**src/hdl/dcpa_pkg.sv**
```systemverilog
package dcpa_pkg;

    // Reorder buffer ring size; tags and the head index are 5-bit fields.
    localparam int ROB_DEPTH = 32;
    localparam int TAG_W     = $clog2(ROB_DEPTH);

    // Input word opcodes.
    localparam logic [1:0] OP_TICK       = 2'd0;
    localparam logic [1:0] OP_LOAD_UPD   = 2'd1;
    localparam logic [1:0] OP_STORE_UPD  = 2'd2;
    localparam logic [1:0] OP_COMMIT_UPD = 2'd3;

    // Memory opcodes that make a byte access; everything else is 8 bytes.
    localparam logic [7:0] MEM_OP_BYTE_A = 8'h50;
    localparam logic [7:0] MEM_OP_BYTE_B = 8'h51;

    localparam logic [1:0] SIZE_BYTE = 2'd0;
    localparam logic [1:0] SIZE_WORD = 2'd3;

    // Hazards are checked on aligned 8-byte words.
    localparam int WORD_LSB = 3;

    typedef struct packed {
        logic [1:0]       opcode;
        logic [1:0]       slot;
        logic             valid_req;
        logic [63:0]      address;
        logic [63:0]      data;
        logic [TAG_W-1:0] rob_tag;
        logic [7:0]       mem_op;
        logic [TAG_W-1:0] rob_head;
        logic             flush;
        logic             cache_ready;
        logic             cache_done;
    } t_in_word;

    typedef struct packed {
        logic        done_valid;
        logic [1:0]  done_target;
        logic [63:0] read_data;
        logic        issue_valid;
        logic        issue_write;
        logic [63:0] issue_address;
        logic [63:0] write_data;
        logic [1:0]  access_size;
        logic [1:0]  issue_source;
    } t_out_word;

    typedef struct packed {
        logic             pending;
        logic [63:0]      address;
        logic [TAG_W-1:0] tag;
        logic [7:0]       mem_op;
    } t_load_entry;

    typedef struct packed {
        logic             addr_ready;
        logic [63:0]      address;
        logic [TAG_W-1:0] tag;
    } t_store_entry;

    typedef struct packed {
        logic        pending;
        logic [63:0] address;
        logic [63:0] data;
        logic [7:0]  mem_op;
    } t_commit_entry;

    // Access the grant logic would issue if the port were free.
    typedef struct packed {
        logic        valid;
        logic        write;
        logic [63:0] address;
        logic [63:0] write_data;
        logic [1:0]  access_size;
    } t_issue;

    function automatic logic [1:0] size_of_op(input logic [7:0] op);
        logic [1:0] size;
        size = SIZE_WORD;
        if (op == MEM_OP_BYTE_A || op == MEM_OP_BYTE_B) begin
            size = SIZE_BYTE;
        end
        return size;
    endfunction

    // Distance from the head in the ring; the 5-bit subtraction wraps modulo the depth.
    function automatic logic [TAG_W-1:0] age_of(input logic [TAG_W-1:0] tag,
                                                input logic [TAG_W-1:0] head);
        return tag - head;
    endfunction

endpackage

```
**src/hdl/dcpa_req_state.sv**
```systemverilog
module dcpa_req_state #(
    parameter int LOAD_PORTS    = 3,
    parameter int STORE_ENTRIES = 2
) (
    input  logic                   i_clk,
    input  logic                   i_rst_n,
    input  logic                   i_upd_en,
    input  dcpa_pkg::t_in_word     i_word,
    output dcpa_pkg::t_load_entry  o_load  [LOAD_PORTS],
    output dcpa_pkg::t_store_entry o_store [STORE_ENTRIES],
    output dcpa_pkg::t_commit_entry o_commit
);
    import dcpa_pkg::*;

    t_load_entry   r_load   [LOAD_PORTS];
    t_store_entry  r_store  [STORE_ENTRIES];
    t_commit_entry r_commit;

    // Only the flags need a reset; the rest of an entry is read only while its flag is set.
    always_ff @(posedge i_clk) begin
        for (int k = 0; k < LOAD_PORTS; k++) begin
            if (i_upd_en && i_word.opcode == OP_LOAD_UPD && int'(i_word.slot) == k) begin
                r_load[k].pending <= i_word.valid_req;
                r_load[k].address <= i_word.address;
                r_load[k].tag     <= i_word.rob_tag;
                r_load[k].mem_op  <= i_word.mem_op;
            end
            if (!i_rst_n) begin
                r_load[k].pending <= 1'b0;
            end
        end
        for (int s = 0; s < STORE_ENTRIES; s++) begin
            if (i_upd_en && i_word.opcode == OP_STORE_UPD && int'(i_word.slot) == s) begin
                r_store[s].addr_ready <= i_word.valid_req;
                r_store[s].address    <= i_word.address;
                r_store[s].tag        <= i_word.rob_tag;
            end
            if (!i_rst_n) begin
                r_store[s].addr_ready <= 1'b0;
            end
        end
        if (i_upd_en && i_word.opcode == OP_COMMIT_UPD) begin
            r_commit.pending <= i_word.valid_req;
            r_commit.address <= i_word.address;
            r_commit.data    <= i_word.data;
            r_commit.mem_op  <= i_word.mem_op;
        end
        if (!i_rst_n) begin
            r_commit.pending <= 1'b0;
        end
    end

    assign o_load   = r_load;
    assign o_store  = r_store;
    assign o_commit = r_commit;

endmodule

```
**src/hdl/dcpa_grant.sv**
```systemverilog
module dcpa_grant #(
    parameter int LOAD_PORTS    = 3,
    parameter int STORE_ENTRIES = 2,
    parameter int OWNER_W       = 2
) (
    input  dcpa_pkg::t_load_entry   i_load  [LOAD_PORTS],
    input  dcpa_pkg::t_store_entry  i_store [STORE_ENTRIES],
    input  dcpa_pkg::t_commit_entry i_commit,
    input  logic [dcpa_pkg::TAG_W-1:0] i_head,
    output dcpa_pkg::t_issue        o_issue,
    output logic [OWNER_W-1:0]      o_owner
);
    import dcpa_pkg::*;

    logic [LOAD_PORTS-1:0] hazard;
    logic [LOAD_PORTS-1:0] eligible;

    // A load waits while an older store with a known address covers its 8-byte word.
    always_comb begin
        for (int k = 0; k < LOAD_PORTS; k++) begin
            hazard[k] = 1'b0;
            for (int s = 0; s < STORE_ENTRIES; s++) begin
                if (i_store[s].addr_ready
                    && i_store[s].address[63:WORD_LSB] == i_load[k].address[63:WORD_LSB]
                    && age_of(i_store[s].tag, i_head) < age_of(i_load[k].tag, i_head)) begin
                    hazard[k] = 1'b1;
                end
            end
            eligible[k] = i_load[k].pending && !hazard[k];
        end
    end

    always_comb begin
        o_issue = '0;
        o_owner = '0;
        if (i_commit.pending) begin
            o_issue.valid       = 1'b1;
            o_issue.write       = 1'b1;
            o_issue.address     = i_commit.address;
            o_issue.write_data  = i_commit.data;
            o_issue.access_size = size_of_op(i_commit.mem_op);
        end else begin
            // Walk from the highest slot down so the lowest eligible slot wins.
            for (int k = LOAD_PORTS - 1; k >= 0; k--) begin
                if (eligible[k]) begin
                    o_issue.valid       = 1'b1;
                    o_issue.write       = 1'b0;
                    o_issue.address     = i_load[k].address;
                    o_issue.write_data  = '0;
                    o_issue.access_size = size_of_op(i_load[k].mem_op);
                    o_owner             = OWNER_W'(k + 1);
                end
            end
        end
    end

endmodule

```
**src/hdl/dcache_port_arbiter_with_store_hazard.sv**
```systemverilog
// Single-port data-cache arbiter. Update words (load slot, store buffer entry, committed
// store) set held request state and return nothing; each tick word returns one result word
// that routes a cache completion to the port owner and then issues at most one new access,
// committed store first, then load slots from 0 upward, holding back any load that an older
// address-ready store hits in the same aligned 8-byte word. A flush cancels an in-flight
// load, keeps an in-flight store, and routes and issues nothing. The block takes one word
// every cycle unless the input side is stalled; a tick word is held in the input register,
// where the grant and hazard compare are done in a single pass, and then lands in the
// result register. A stalled result register holds the input side only when a tick word
// is waiting behind it.
module dcache_port_arbiter_with_store_hazard #(
    parameter int LOAD_PORTS    = 3,
    parameter int STORE_ENTRIES = 2
) (
    input  logic                i_clk,
    input  logic                i_rst_n,
    input  logic                i_in_valid,
    output logic                o_in_stall,
    input  dcpa_pkg::t_in_word  i_in_word,
    output logic                o_out_valid,
    input  logic                i_out_stall,
    output dcpa_pkg::t_out_word o_out_word
);
    import dcpa_pkg::*;

    localparam int OWNER_W = $clog2(LOAD_PORTS + 1);

    logic                r_in_valid;
    t_in_word            r_in;
    logic                r_busy;
    logic [OWNER_W-1:0]  r_owner;
    logic                r_out_valid;
    t_out_word           r_out;

    logic                n_busy;
    logic [OWNER_W-1:0]  n_owner;
    t_out_word           n_out;

    logic                is_tick;
    logic                out_free;
    logic                proc_fire;
    logic                busy_after_done;

    t_load_entry         load_q   [LOAD_PORTS];
    t_store_entry        store_q  [STORE_ENTRIES];
    t_commit_entry       commit_q;
    t_issue              grant;
    logic [OWNER_W-1:0]  grant_owner;

    assign is_tick    = (r_in.opcode == OP_TICK);
    assign out_free   = !r_out_valid || !i_out_stall;
    assign proc_fire  = r_in_valid && (!is_tick || out_free);
    assign o_in_stall = r_in_valid && !proc_fire;

    dcpa_req_state #(
        .LOAD_PORTS    (LOAD_PORTS),
        .STORE_ENTRIES (STORE_ENTRIES)
    ) u_req_state (
        .i_clk    (i_clk),
        .i_rst_n  (i_rst_n),
        .i_upd_en (proc_fire),
        .i_word   (r_in),
        .o_load   (load_q),
        .o_store  (store_q),
        .o_commit (commit_q)
    );

    dcpa_grant #(
        .LOAD_PORTS    (LOAD_PORTS),
        .STORE_ENTRIES (STORE_ENTRIES),
        .OWNER_W       (OWNER_W)
    ) u_grant (
        .i_load   (load_q),
        .i_store  (store_q),
        .i_commit (commit_q),
        .i_head   (r_in.rob_head),
        .o_issue  (grant),
        .o_owner  (grant_owner)
    );

    always_comb begin
        n_out           = '0;
        n_busy          = r_busy;
        n_owner         = r_owner;
        busy_after_done = r_busy && !r_in.cache_done;
        if (r_in.flush) begin
            // Owner zero is the committed store, which stays in flight.
            if (r_busy && r_owner != '0) begin
                n_busy  = 1'b0;
                n_owner = '0;
            end
        end else begin
            if (r_busy && r_in.cache_done) begin
                n_out.done_valid  = 1'b1;
                n_out.done_target = 2'(r_owner);
                n_out.read_data   = (r_owner != '0) ? r_in.data : '0;
                n_busy            = 1'b0;
                n_owner           = '0;
            end
            if (!busy_after_done && r_in.cache_ready && grant.valid) begin
                n_out.issue_valid   = 1'b1;
                n_out.issue_write   = grant.write;
                n_out.issue_address = grant.address;
                n_out.write_data    = grant.write_data;
                n_out.access_size   = grant.access_size;
                n_out.issue_source  = 2'(grant_owner);
                n_busy              = 1'b1;
                n_owner             = grant_owner;
            end
        end
    end

    always_ff @(posedge i_clk) begin
        if (!o_in_stall) begin
            r_in <= i_in_word;
        end
        if (out_free) begin
            r_out <= n_out;
        end
        if (!i_rst_n) begin
            r_in_valid  <= 1'b0;
            r_out_valid <= 1'b0;
            r_busy      <= 1'b0;
            r_owner     <= '0;
        end else begin
            if (!o_in_stall) begin
                r_in_valid <= i_in_valid;
            end
            if (out_free) begin
                r_out_valid <= proc_fire && is_tick;
            end
            if (proc_fire && is_tick) begin
                r_busy  <= n_busy;
                r_owner <= n_owner;
            end
        end
    end

    assign o_out_valid = r_out_valid;
    assign o_out_word  = r_out;

endmodule
```
**config.mk**
```make
export PLATFORM = sky130hd
export DESIGN_NAME = dcache_port_arbiter_with_store_hazard
export DESIGN_NICKNAME = d
export VERILOG_FILES = /design/src/hdl/dcpa_pkg.sv /design/src/hdl/dcpa_req_state.sv /design/src/hdl/dcpa_grant.sv /design/src/hdl/dcache_port_arbiter_with_store_hazard.sv
export SDC_FILE = /design/constraint.sdc
export NUM_CORES = 1
export LEC_CHECK = 0
export BUFFER_PORTS_ARGS = -buffer_cell sky130_fd_sc_hd__buf_2
export CELL_PAD_IN_SITES_DETAIL_PLACEMENT = 0
export CELL_PAD_IN_SITES_GLOBAL_PLACEMENT = 2
export CORE_MARGIN = 3
export CORE_UTILIZATION = 25
export CTS_BUF_LIST = sky130_fd_sc_hd__clkbuf_4 sky130_fd_sc_hd__clkbuf_8
export CTS_CLUSTER_DIAMETER = 40
export CTS_CLUSTER_SIZE = 8
export DETAILED_ROUTE_END_ITERATION = 6
export GPL_TIMING_DRIVEN = 0
export PLACE_DENSITY = 0.58
export SLEW_MARGIN = 10
export SYNTH_ARGS = -nofsm -noshare
export SYNTH_HDL_FRONTEND = slang
export SYNTH_SLANG_ARGS = --single-unit
```
**constraint.sdc**
```tcl
create_clock -name i_clk -period 11.35 [get_ports i_clk]
set_input_delay 0.5675 -clock i_clk [delete_from_list [all_inputs] [get_ports i_clk]]
set_output_delay 0.5675 -clock i_clk [all_outputs]
set_load 0.02 [all_outputs]
```
# [Word level (Yosys, flattened, before mapping)]
# Cells that the tools add are included.
[totals] reg_bits=871 input_bits=158 output_inout_bits=203 wordCells=163
[classes] n_addsub=5 n_lt_le_gt_ge=6 eq_ne=20 n_mux=29 n_bitwise=3 reduce_logical=54
[ops] cell="$mux W132" count=4
[ops] cell="$eq A61 B61 Y1" count=6
[ops] cell="$mux W134" count=1
[ops] cell="$mux W67" count=1
[ops] cell="$eq A8 B7 Y1 const B" count=8
[ops] cell="$mux W64" count=1
[ops] cell="$logic_and A1 B1 Y1" count=31
[ops] cell="$lt A5 B5 Y1" count=6
[ops] cell="$sub A5 B5 Y5" count=5
[ops] cell="$mux W2" count=12
[ops] cell="$mux W1" count=10
[ops] cell="$logic_not A1 Y1" count=9
[ops] cell="$eq A2 B2 Y1 const B" count=4
[ops] cell="$logic_or A1 B1 Y1" count=6
[ops] cell="$logic_not A2 Y1" count=2
[ops] cell="$reduce_or A2 Y1" count=2
[ops] cell="$not A1 Y1" count=3
[ops] cell="$reduce_and A3 Y1" count=1
[ops] cell="$reduce_bool A3 Y1" count=1
[ops] cell="$reduce_or A3 Y1" count=1
[ops] cell="$eq A2 B1 Y1 const B" count=1
[ops] cell="$ne A2 B1 Y1 const B" count=1
[ops] cell="$reduce_bool A2 Y1" count=1

# [Longest topological paths before layout]
# Gate-level depths: netlist (run 1).
[depth] depth_word=14 ltp_mapped=18 ltp_nobuf=16

# [By module]
# Synthesis (run 1) repeated with hierarchy kept, for this count alone.
[hier_totals] cells_unflattened=2530 area_unflattened_um2=37109.3
[modules_own_cells] module="dcpa_req_state" instances=1 cells_each=533 area_per_inst_um2=15456.1 seq_area_each_um2=15284.7
[modules_own_cells] module="dcache_port_arbiter_with_store_hazard" instances=1 cells_each=608 area_per_inst_um2=12454.4 seq_area_each_um2=10760.3
[modules_own_cells] module="dcpa_grant" instances=1 cells_each=1389 area_per_inst_um2=9198.8 seq_area_each_um2=0.0

# [Least setup slack after synthesis (run 1)]
# No wires, ideal clock.
[synth_path] kind="in2reg" start="in i_out_stall" end="reg r_in[0] in the netlist's numbering (enable)" setup_time_ps=497 arrival_ps=9160 required_ps=10853 path_slack_ps=1693 cell_stages=3 path_buffers=0 path_cell_list="nand2_1 nor2_1 inv_1"
[synth_via] elab_chain_len=6
[synth_rtl] element="start: declaration" line="dcache_port_arbiter_with_store_hazard.sv:21" source="input logic i_out_stall,"
[synth_rtl] element="$logic_not A1 Y1" line="dcache_port_arbiter_with_store_hazard.sv:51" source="assign out_free = !r_out_valid || !i_out_stall;"
[synth_rtl] element="$logic_or A1 B1 Y1" line="dcache_port_arbiter_with_store_hazard.sv:51"
[synth_rtl] element="$logic_or A1 B1 Y1" line="dcache_port_arbiter_with_store_hazard.sv:52" source="assign proc_fire = r_in_valid && (!is_tick || out_free);"
[synth_rtl] element="$logic_and A1 B1 Y1" line="dcache_port_arbiter_with_store_hazard.sv:52"
[synth_rtl] element="$logic_not A1 Y1" line="dcache_port_arbiter_with_store_hazard.sv:53" source="assign o_in_stall = r_in_valid && !proc_fire;"
[synth_rtl] element="$logic_and A1 B1 Y1" line="dcache_port_arbiter_with_store_hazard.sv:53"
[synth_rtl] element="via o_in_stall" line="dcache_port_arbiter_with_store_hazard.sv:18" source="output logic o_in_stall,"
[synth_rtl] element="end signal: assignment" line="dcache_port_arbiter_with_store_hazard.sv:115" source="r_in <= i_in_word;"
[synth_rtl] element="end: declaration" line="dcache_port_arbiter_with_store_hazard.sv:29" source="t_in_word r_in;"
# The timed path passes the listed nets, and every way through them passes these cells.
# A chain may end at the register's enable or synchronous reset.

# [Final worst setup path (run 1)]
[layout_path] start="reg u_req_state.r_store (netlist bit u_req_state.o_store[11])" end="reg r_out (netlist bit o_out_word[71]), data pin"
[layout_via] elab_chain_len=13 elab_cells_between_ends=25 classes_between="eq/ne (3); mux (7); bitwise (1); reduce/logical (14)"
[layout_rtl] element="start: declaration" line="dcpa_req_state.sv:16" source="t_store_entry r_store [STORE_ENTRIES];"
[layout_rtl] element="$eq A61 B61 Y1" line="dcpa_grant.sv:24" source="&& i_store[s].address[63:WORD_LSB] == i_load[k].address[63:WORD_LSB]"
[layout_rtl] element="$logic_and A1 B1 Y1" line="dcpa_grant.sv:24"
[layout_rtl] element="$logic_and A1 B1 Y1" line="dcpa_grant.sv:25" source="&& age_of(i_store[s].tag, i_head) < age_of(i_load[k].tag, i_head)) begin"
[layout_rtl] element="$mux W1" line="dcpa_grant.sv:23" source="if (i_store[s].addr_ready"
[layout_rtl] element="$logic_not A1 Y1" line="dcpa_grant.sv:29" source="eligible[k] = i_load[k].pending && !hazard[k];"
[layout_rtl] element="$logic_and A1 B1 Y1" line="dcpa_grant.sv:29"
[layout_rtl] element="$mux W132 (2 in a row)" line="dcpa_grant.sv:45" source="if (eligible[k]) begin"
[layout_rtl] element="$mux W132 *" line="dcpa_grant.sv:45"
[layout_rtl] element="$mux W132 *" line="dcpa_grant.sv:36" source="if (i_commit.pending) begin"
[layout_rtl] element="$logic_and A1 B1 Y1" line="dcache_port_arbiter_with_store_hazard.sv:100" source="if (!busy_after_done && r_in.cache_ready && grant.valid) begin"
[layout_rtl] element="$not A1 Y1 (no line)"
[layout_rtl] element="$reduce_or A2 Y1 (no line)"
[layout_rtl] element="end signal: assignment" line="dcache_port_arbiter_with_store_hazard.sv:118" source="r_out <= n_out;"
[layout_rtl] element="end: declaration" line="dcache_port_arbiter_with_store_hazard.sv:33" source="t_out_word r_out;"
# Every way passes the cells marked *; elsewhere a longest branch is shown, timed or not.

==> flow_metrics.env, run 1 <==
export IMPL_maxCapViolCount=0
export IMPL_grt_usage_pct=19.3
export IMPL_mappedNetlistArea_um2=35000
export IMPL_drtIter0Drc=1668
export IMPL_grt_pass1_wl_mm=195
export IMPL_synthTopCellsByArea="edfxtp_1, xor2_1, xnor2_1"
export IMPL_boundaryPins=361
export IMPL_pre_cts_slack_ns=4.65
export IMPL_slowest_stage="nor4_1"
export IMPL_comb_power_share_pct=3.6
export IMPL_drc=0
export IMPL_synth_area_per_cell_um2=15.9
export IMPL_ys_warn_count=0
export IMPL_ctsRootBufferMaster="clkbuf_8"
export IMPL_netlist_top_cells_count="edfxtp_1, xor2_1, inv_1"
export IMPL_hold_buffers=155
export IMPL_swShare_pct=22.9
export IMPL_insertion_delay_ns=0.86
export IMPL_status="finished, final reports clean"
export IMPL_numCtsBuffers=166
export IMPL_syn2layout_area_growth_pct=28.4
export IMPL_maxSlewHeadroom_pct=17.2
export IMPL_die_h_um=380
export IMPL_synth_top_area_share_pct=72.7
export IMPL_path_buf_inv=2
export IMPL_yosysSeqAreaShare_pct=73.3
export IMPL_finalMaxSlewViolations=0
export IMPL_clock_path_buffers=3
export IMPL_critPathMaxStageDelay_ns=1.06
export IMPL_dieArea_um2=145000
export IMPL_ant_nets=0
export IMPL_clkPwrFrac_pct=45.9
export IMPL_p_int_mw=5.49
export IMPL_vias_per_cell=4.59
export IMPL_ys_dominant_reg_cell="edfxtp_1"
export IMPL_path_clk_slew_ns=0.06
export IMPL_wl_per_cell_um=28.7
export IMPL_design_area_um2=45000
export IMPL_ys_ff_latch=859
export IMPL_worst_slew_pin_slew_ns=1.23
export IMPL_grt_max_degree=91
export IMPL_finalHoldViolations=0
export IMPL_hold_class="in -> reg"
export IMPL_wirelength_mm=141
export IMPL_r2r_start="u_req_state.o_store[11]"
export IMPL_synth_nets=2399
export IMPL_grt_pass1_vias=24100
export IMPL_core_area_um2=138000
export IMPL_cts_max_level=4
export IMPL_clkSinkCount=859
export IMPL_crit_fanout=10
export IMPL_finalWorstSetupSlack_ns=4.69
export IMPL_power_density_nw_per_um2=158
export IMPL_rr_worst_depth=10
export IMPL_timing_worst_setup_path_type="reg -> reg"
export IMPL_ys_types=67
export IMPL_r2r_end="o_out_word[71]"
export IMPL_hold_path_end="r_owner[0]"
export IMPL_p_leak_nw=17.1
export IMPL_switching_power_mw=1.63
export IMPL_dpl_hpwl_mm=111
export IMPL_period_share_pct=58.6
export IMPL_crit_path_end_kind="register"
export IMPL_hold_depth=4
export IMPL_antenna_found_initial=12
export IMPL_ir_drop_mv=0.112
export IMPL_async_flop_share_pct=0
export IMPL_rsz0062_at_grt="no"
export IMPL_drive_above_1_share_pct=24.0
export IMPL_post_dp_cell_area_um2=39900
export IMPL_critPathRequiredTime_ns=11.88
export IMPL_num_rows=136
export IMPL_clock_skew_ns=0.0401
export IMPL_synth_most_common_cell="edfxtp_1"
export IMPL_portBuffers=359
export IMPL_cts_resized=0
export IMPL_p_seq_share_pct=50.5
export IMPL_gr_total_overflow=0
export IMPL_timing_fmax_ghz=0.150
export IMPL_syn_inst=2201
export IMPL_setup_viol=0
export IMPL_rrSetupSlack_ns=4.69
export IMPL_yosys_area_top_type="edfxtp_1"
export IMPL_drtPass1Iterations=5
export IMPL_cp_num_cells=10
export IMPL_layout_min_cycle_time_ns=6.66
export IMPL_die_x_um=380
export IMPL_fin_nets=3141
export IMPL_cp_arrival_ns=7.18
export IMPL_start_util_pct=25.3
export IMPL_min_from="i_out_stall"
export IMPL_cts_setup_buffers=0
export IMPL_vias=22700
export IMPL_synth_edf_count=848
export IMPL_crit_family="simple AND/OR/NAND/NOR gates"
export IMPL_startpoint_type="register"
export IMPL_place_congestion=0.941
export IMPL_crit_chain="xor2_1 -> nor4_1 -> nand4_1 -> nor4_1 -> o2111ai_2 -> nand3_1 -> a31o_2 -> clkbuf_2 -> buf_2 -> nor3b_1"
export IMPL_path_common_cell="nor4_1"
export IMPL_cts_tree="built"
metrics by stage:
stage	std cells	total power [mW]	setup TNS [ns]	hold WS, ns	utilization [%]
after floorplan	2201	3.74	0	0.417	-
after global placement	4423	3.88	-949.06	0.422	28.3
after detailed placement	4483	3.88	0	0.426	28.8
after CTS	4920	7.24	0	0.0729	32.5
after global routing	4925	7.41	0	0.171	32.5
final	4931	7.12	0	0.197	32.5
sequential cells by signal, indices dropped and copies added, names as in the netlist:
name                  cells
r_in                    153
u_req_state.o_store     134
o_out_valid               1
o_out_word              200
u_req_state.o_load      231
r_busy                    1
r_in_valid                1
r_owner                   2
u_req_state.o_commit    136
worst max-delay path by stage:
stage	slack, ns	from	endpoint
6_report	4.69	u_req_state.o_store[11]	o_out_word[71]
4_1_cts	4.66	u_req_state.o_store[17]	o_out_word[71]
2_1_floorplan	1.69	i_out_stall	r_in[0]
5_1_grt	4.67	r_in[4]	o_out_word[71]
3_3_place_gp	-4.28	r_in[150]	u_req_state.o_store[139]
3_5_place_dp	4.65	u_req_state.o_store[17]	o_out_word[71]
cell type report:
| type | instances | area (um^2) |
|---|---|---|
| diodes | 11 | 27.5 |
| plain buffers | 84 | 350 |
| clock buffers | 193 | 2510 |
| clock inverters | 89 | 963 |
| fillers | 13700 | 93400 |
| inverters | 129 | 492 |
| multi-input cells | 1129 | 8560 |
| flip-flops and latches | 859 | 25700 |
| well taps | 1863 | 2330 |
| repair buffers | 574 | 4030 |
power groups by stage:
stage / registers, mW / logic [mW] / clock network (mW)
after detailed placement: 3.66 / 0.213 / 0
after global placement: 3.67 / 0.206 / 0
after floorplan: 3.65 / 0.0890 / 0
final: 3.60 / 0.253 / 3.27
after CTS: 3.60 / 0.258 / 3.38
after global routing: 3.60 / 0.276 / 3.53
kinds of logic (layout without fill, tap and decap cells):
group,count (synthesis),in the layout,synth area share (%)
xor gates and xnor gates,276,276,6.90
buffers and inverters,213,1069,2.38
DFF,859,859,73.3
other,0,11,0
muxes,5,5,0.143
adders and majority gates,44,44,1.65
AOI/OAI and AO/OA,282,282,6.21
and+or+nand+nor,522,522,9.38
placed cells by master, fill, tap and decap left out, types with 8 or more instances in the layout:
master / synthesis / layout
nor2_1: 17 / 16
ha_1: 35 / 35
and2_1: 66 / 66
nand2_1: 16 / 15
o221a_2: 13 / 13
o211a_1: 13 / 13
o22ai_1: 71 / 71
clkinvlp_4: 0 / 14
o2bb2ai_1: 8 / 8
clkinv_4: 0 / 18
diode_2: 0 / 11
o311ai_1: 45 / 45
clkinv_1: 0 / 17
xor2_1: 151 / 151
buf_4: 1 / 36
bufinv_16: 0 / 15
a21o_1: 9 / 9
clkbuf_4: 0 / 23
xnor2_1: 125 / 125
buf_2: 11 / 373
inv_1: 128 / 127
and3_1: 71 / 70
o2111ai_1: 20 / 20
o21ai_0: 24 / 24
nor2b_1: 36 / 36
nand4_1: 95 / 95
dfxtp_1: 11 / 11
clkbuf_1: 68 / 66
a21oi_1: 21 / 21
clkinv_2: 0 / 16
edfxtp_1: 848 / 848
nand2b_1: 66 / 66
clkbuf_8: 0 / 170
a22o_1: 8 / 8
nor3b_1: 63 / 61
nand3_1: 8 / 8
buf_6: 2 / 11
nor4_1: 55 / 53
dlygate4sd3_1: 0 / 155
routing by layer:
layer / wire (um) / up-vias / global-route usage [%]
li1: - / 10100 / -
met1: 60500 / 11600 / 24.9
met2: 66200 / 878 / 31.1
met3: 10800 / 164 / 5.60
met4: 3770 / 4 / 6.46
met5: 21 / - / 0
worst min-delay path, cell delays in order:
cell and delay (ns):
buf_2 0.11, a21oi_1 0.11, nand3_1 0.11, o211ai_1 0.08
Note: power is estimated with default switching activity, not from simulation.
==> run 2: changes to the inputs <==
--- a/config.mk
+++ b/config.mk
@@ -15,7 +15,7 @@
 export CTS_CLUSTER_SIZE = 8
 export DETAILED_ROUTE_END_ITERATION = 6
 export GPL_TIMING_DRIVEN = 0
-export PLACE_DENSITY = 0.58
+export PLACE_DENSITY = 0.6
 export SLEW_MARGIN = 10
 export SYNTH_ARGS = -nofsm -noshare
 export SYNTH_HDL_FRONTEND = slang
==> constraint.sdc (replaced) <==
create_clock -name i_clk -period 6 [get_ports i_clk]
set_input_delay 0.3 -clock i_clk [delete_from_list [all_inputs] [get_ports i_clk]]
set_output_delay 0.3 -clock i_clk [all_outputs]
set_load 0.02 [all_outputs]
==> run 2 against run 1 <==
  * Global-route usage shrank 0.78 points
  * Clock-buffer cell count is 8 lower
  * Die area did not move
  * Sequential share of layout area shrank 0.065 points
  * Largest cell class unchanged
==> flow_metrics.env, run 2 (synthesized netlist as in run 1, its figures left out) <==
export IMPL_grt_pass1_vias=23400
export IMPL_portBuffers=359
export IMPL_hold_class="in -> reg"
export IMPL_path_clk_slew_ns=0.05
export IMPL_core_area_um2=138000
export IMPL_drc=0
export IMPL_num_rows=136
export IMPL_clkSinkCount=859
export IMPL_dieArea_um2=145000
export IMPL_p_leak_nw=17.0
export IMPL_wl_per_cell_um=27.7
export IMPL_gr_usage_met2_pct=29.6
export IMPL_min_from="i_in_word[37]"
export IMPL_place_congestion=0.972
export IMPL_dp_cells=4467
export IMPL_gr_total_overflow=0
export IMPL_setup_viol=0
export IMPL_vias_per_cell=4.57
export IMPL_crit_fanout=10
export IMPL_cp_arrival_ns=6.34
export IMPL_grt_pass1_wl_mm=187
export IMPL_maxSlewHeadroom_pct=16.6
export IMPL_wirelength_mm=136
export IMPL_critPathLaunch="r_in[3]"
export IMPL_crit_chain="ha_1 -> fa_1 -> nor2b_1 -> o21ai_0 -> and3_1 -> or2_2 -> ha_1 -> nand2b_1 -> a2111o_1 -> nor4_2 -> nand4_1 -> or3_1 -> nand4_1 -> clkbuf_1 -> o22ai_1 -> nor3b_2"
export IMPL_maxCapViolCount=0
export IMPL_drtIter0Drc=1641
export IMPL_period_share_pct=96.4
export IMPL_ctsRootBufferMaster="clkbuf_8"
export IMPL_start_util_pct=25.3
export IMPL_critPathRequiredTime_ns=6.56
export IMPL_layout_commonest_cell="edfxtp_1"
export IMPL_grt_usage_pct=18.5
export IMPL_power_density_nw_per_um2=296
export IMPL_busiest_layer="met2"
export IMPL_finalMaxSlewViolations=0
export IMPL_insertion_delay_ns=0.89
export IMPL_timing_worst_setup_path_type="reg -> reg"
export IMPL_power_total_mw=13.3
export IMPL_grt_max_degree=88
export IMPL_ir_drop_mv=0.208
export IMPL_vias=22400
export IMPL_final_cell_mix="edfxtp_1, buf_2, clkbuf_8"
export IMPL_numCtsBuffers=163
export IMPL_drtPass1Iterations=7
export IMPL_boundaryPins=361
export IMPL_cts_max_level=4
export IMPL_clock_path_buffers=3
export IMPL_instances_no_fill=4910
export IMPL_startpoint_type="register"
export IMPL_dpl_hpwl_mm=106
export IMPL_die_h_um=380
export IMPL_drive_above_1_share_pct=23.7
export IMPL_crit_path_end_kind="register"
export IMPL_clock_skew_ns=0.0582
export IMPL_finalHoldViolations=0
export IMPL_n_fill_cell=13700
export IMPL_fin_nets=3126
export IMPL_cts_tree="built"
export IMPL_rsz0062_at_grt="no"
export IMPL_die_x_um=380
export IMPL_cts_setup_buffers=0
export IMPL_critPathMaxStageDelay_ns=0.59
export IMPL_use_met1_pct=24.2
export IMPL_met3_usage_pct=5.61
export IMPL_timing_fmax_ghz=0.173
export IMPL_largest_reg_flops=231
export IMPL_ant_nets=0
export IMPL_antenna_found_initial=16
export IMPL_status="finished, final reports clean"
export IMPL_r2r_start="r_in[3]"
export IMPL_slowest_stage="clkbuf_1"
export IMPL_worst_slew_pin_slew_ns=1.24
export IMPL_layout_min_cycle_time_ns=5.78
export IMPL_syn2layout_area_growth_pct=28.5
-- run 2: power by group --
part           switching, mW  internal, mW  leakage, nW
combinational          0.264         0.214         6.71
sequential             0.105          6.70         8.62
clock                   2.70          3.35         1.69
-- run 2: critical path: cells and delay by family (launching register included) --
kind | cells | cell delay [ns]
AO/OA/AOI/OAI | 3 | 0.81
adder cells (fa/ha/maj) | 3 | 0.93
buffers and inverters | 1 | 0.59
flip-flops | 1 | 0.50
AND/OR/NAND/NOR | 9 | 2.63
-- run 2: cell type report --
type / count / area [um^2] / area share (%)
repair buffers: 563 / 4080 / 9.06
inverters: 129 / 488 / 1.08
plain buffers: 83 / 360 / 0.801
flip-flops and latches: 859 / 25700 / 57.1
diodes: 11 / 27.5 / 0.0612
multi-input cells: 1129 / 8660 / 19.2
clock buffers: 185 / 2410 / 5.37
well taps: 1863 / 2330 / 5.18
clock inverters: 88 / 962 / 2.14
-- run 2: final timing paths --
kind                                    to  slack, ns  cells after the start
hold / removal                    r_in[37]       0.12                      2
setup reg to reg           o_out_word[131]       0.22                     16
hold reg to reg   u_req_state.o_commit[60]       0.43                      0
setup / recovery           o_out_word[131]       0.22                     16
-- run 2: what timing repair did --
action | 4_1_cts | 5_1_grt
endpoints found under the hold margin | 163 | 0
hold buffers | 160 | 0
setup endpoints to repair | 65 | 25
gates resized for setup | 8 | 13
-- run 2: metrics by stage --
step / worst slack (ns) / setup TNS [ns] / cell area, um^2 / utilization [%] / hold WS (ns)
floorplan: 0.129 / 0 / 35100 / - / 0.399
detailed placement: -0.409 / -11.55 / 39900 / 28.9 / 0.424
global route: 0.00492 / 0 / 45000 / 32.5 / 0.0385
finish: 0.216 / 0 / 45000 / 32.5 / 0.122
global placement: -4.98 / -1246.72 / 39200 / 28.3 / 0.423
CTS: 0.0119 / 0 / 45000 / 32.5 / 0.00218
-- run 2: metal layers --
metal  part of all wire [%]  up-vias
met5                  0.042        -
met4                    3.0       12
met3                    7.4      209
met2                     46      802
met1                     44    11400
li1                       -    10000
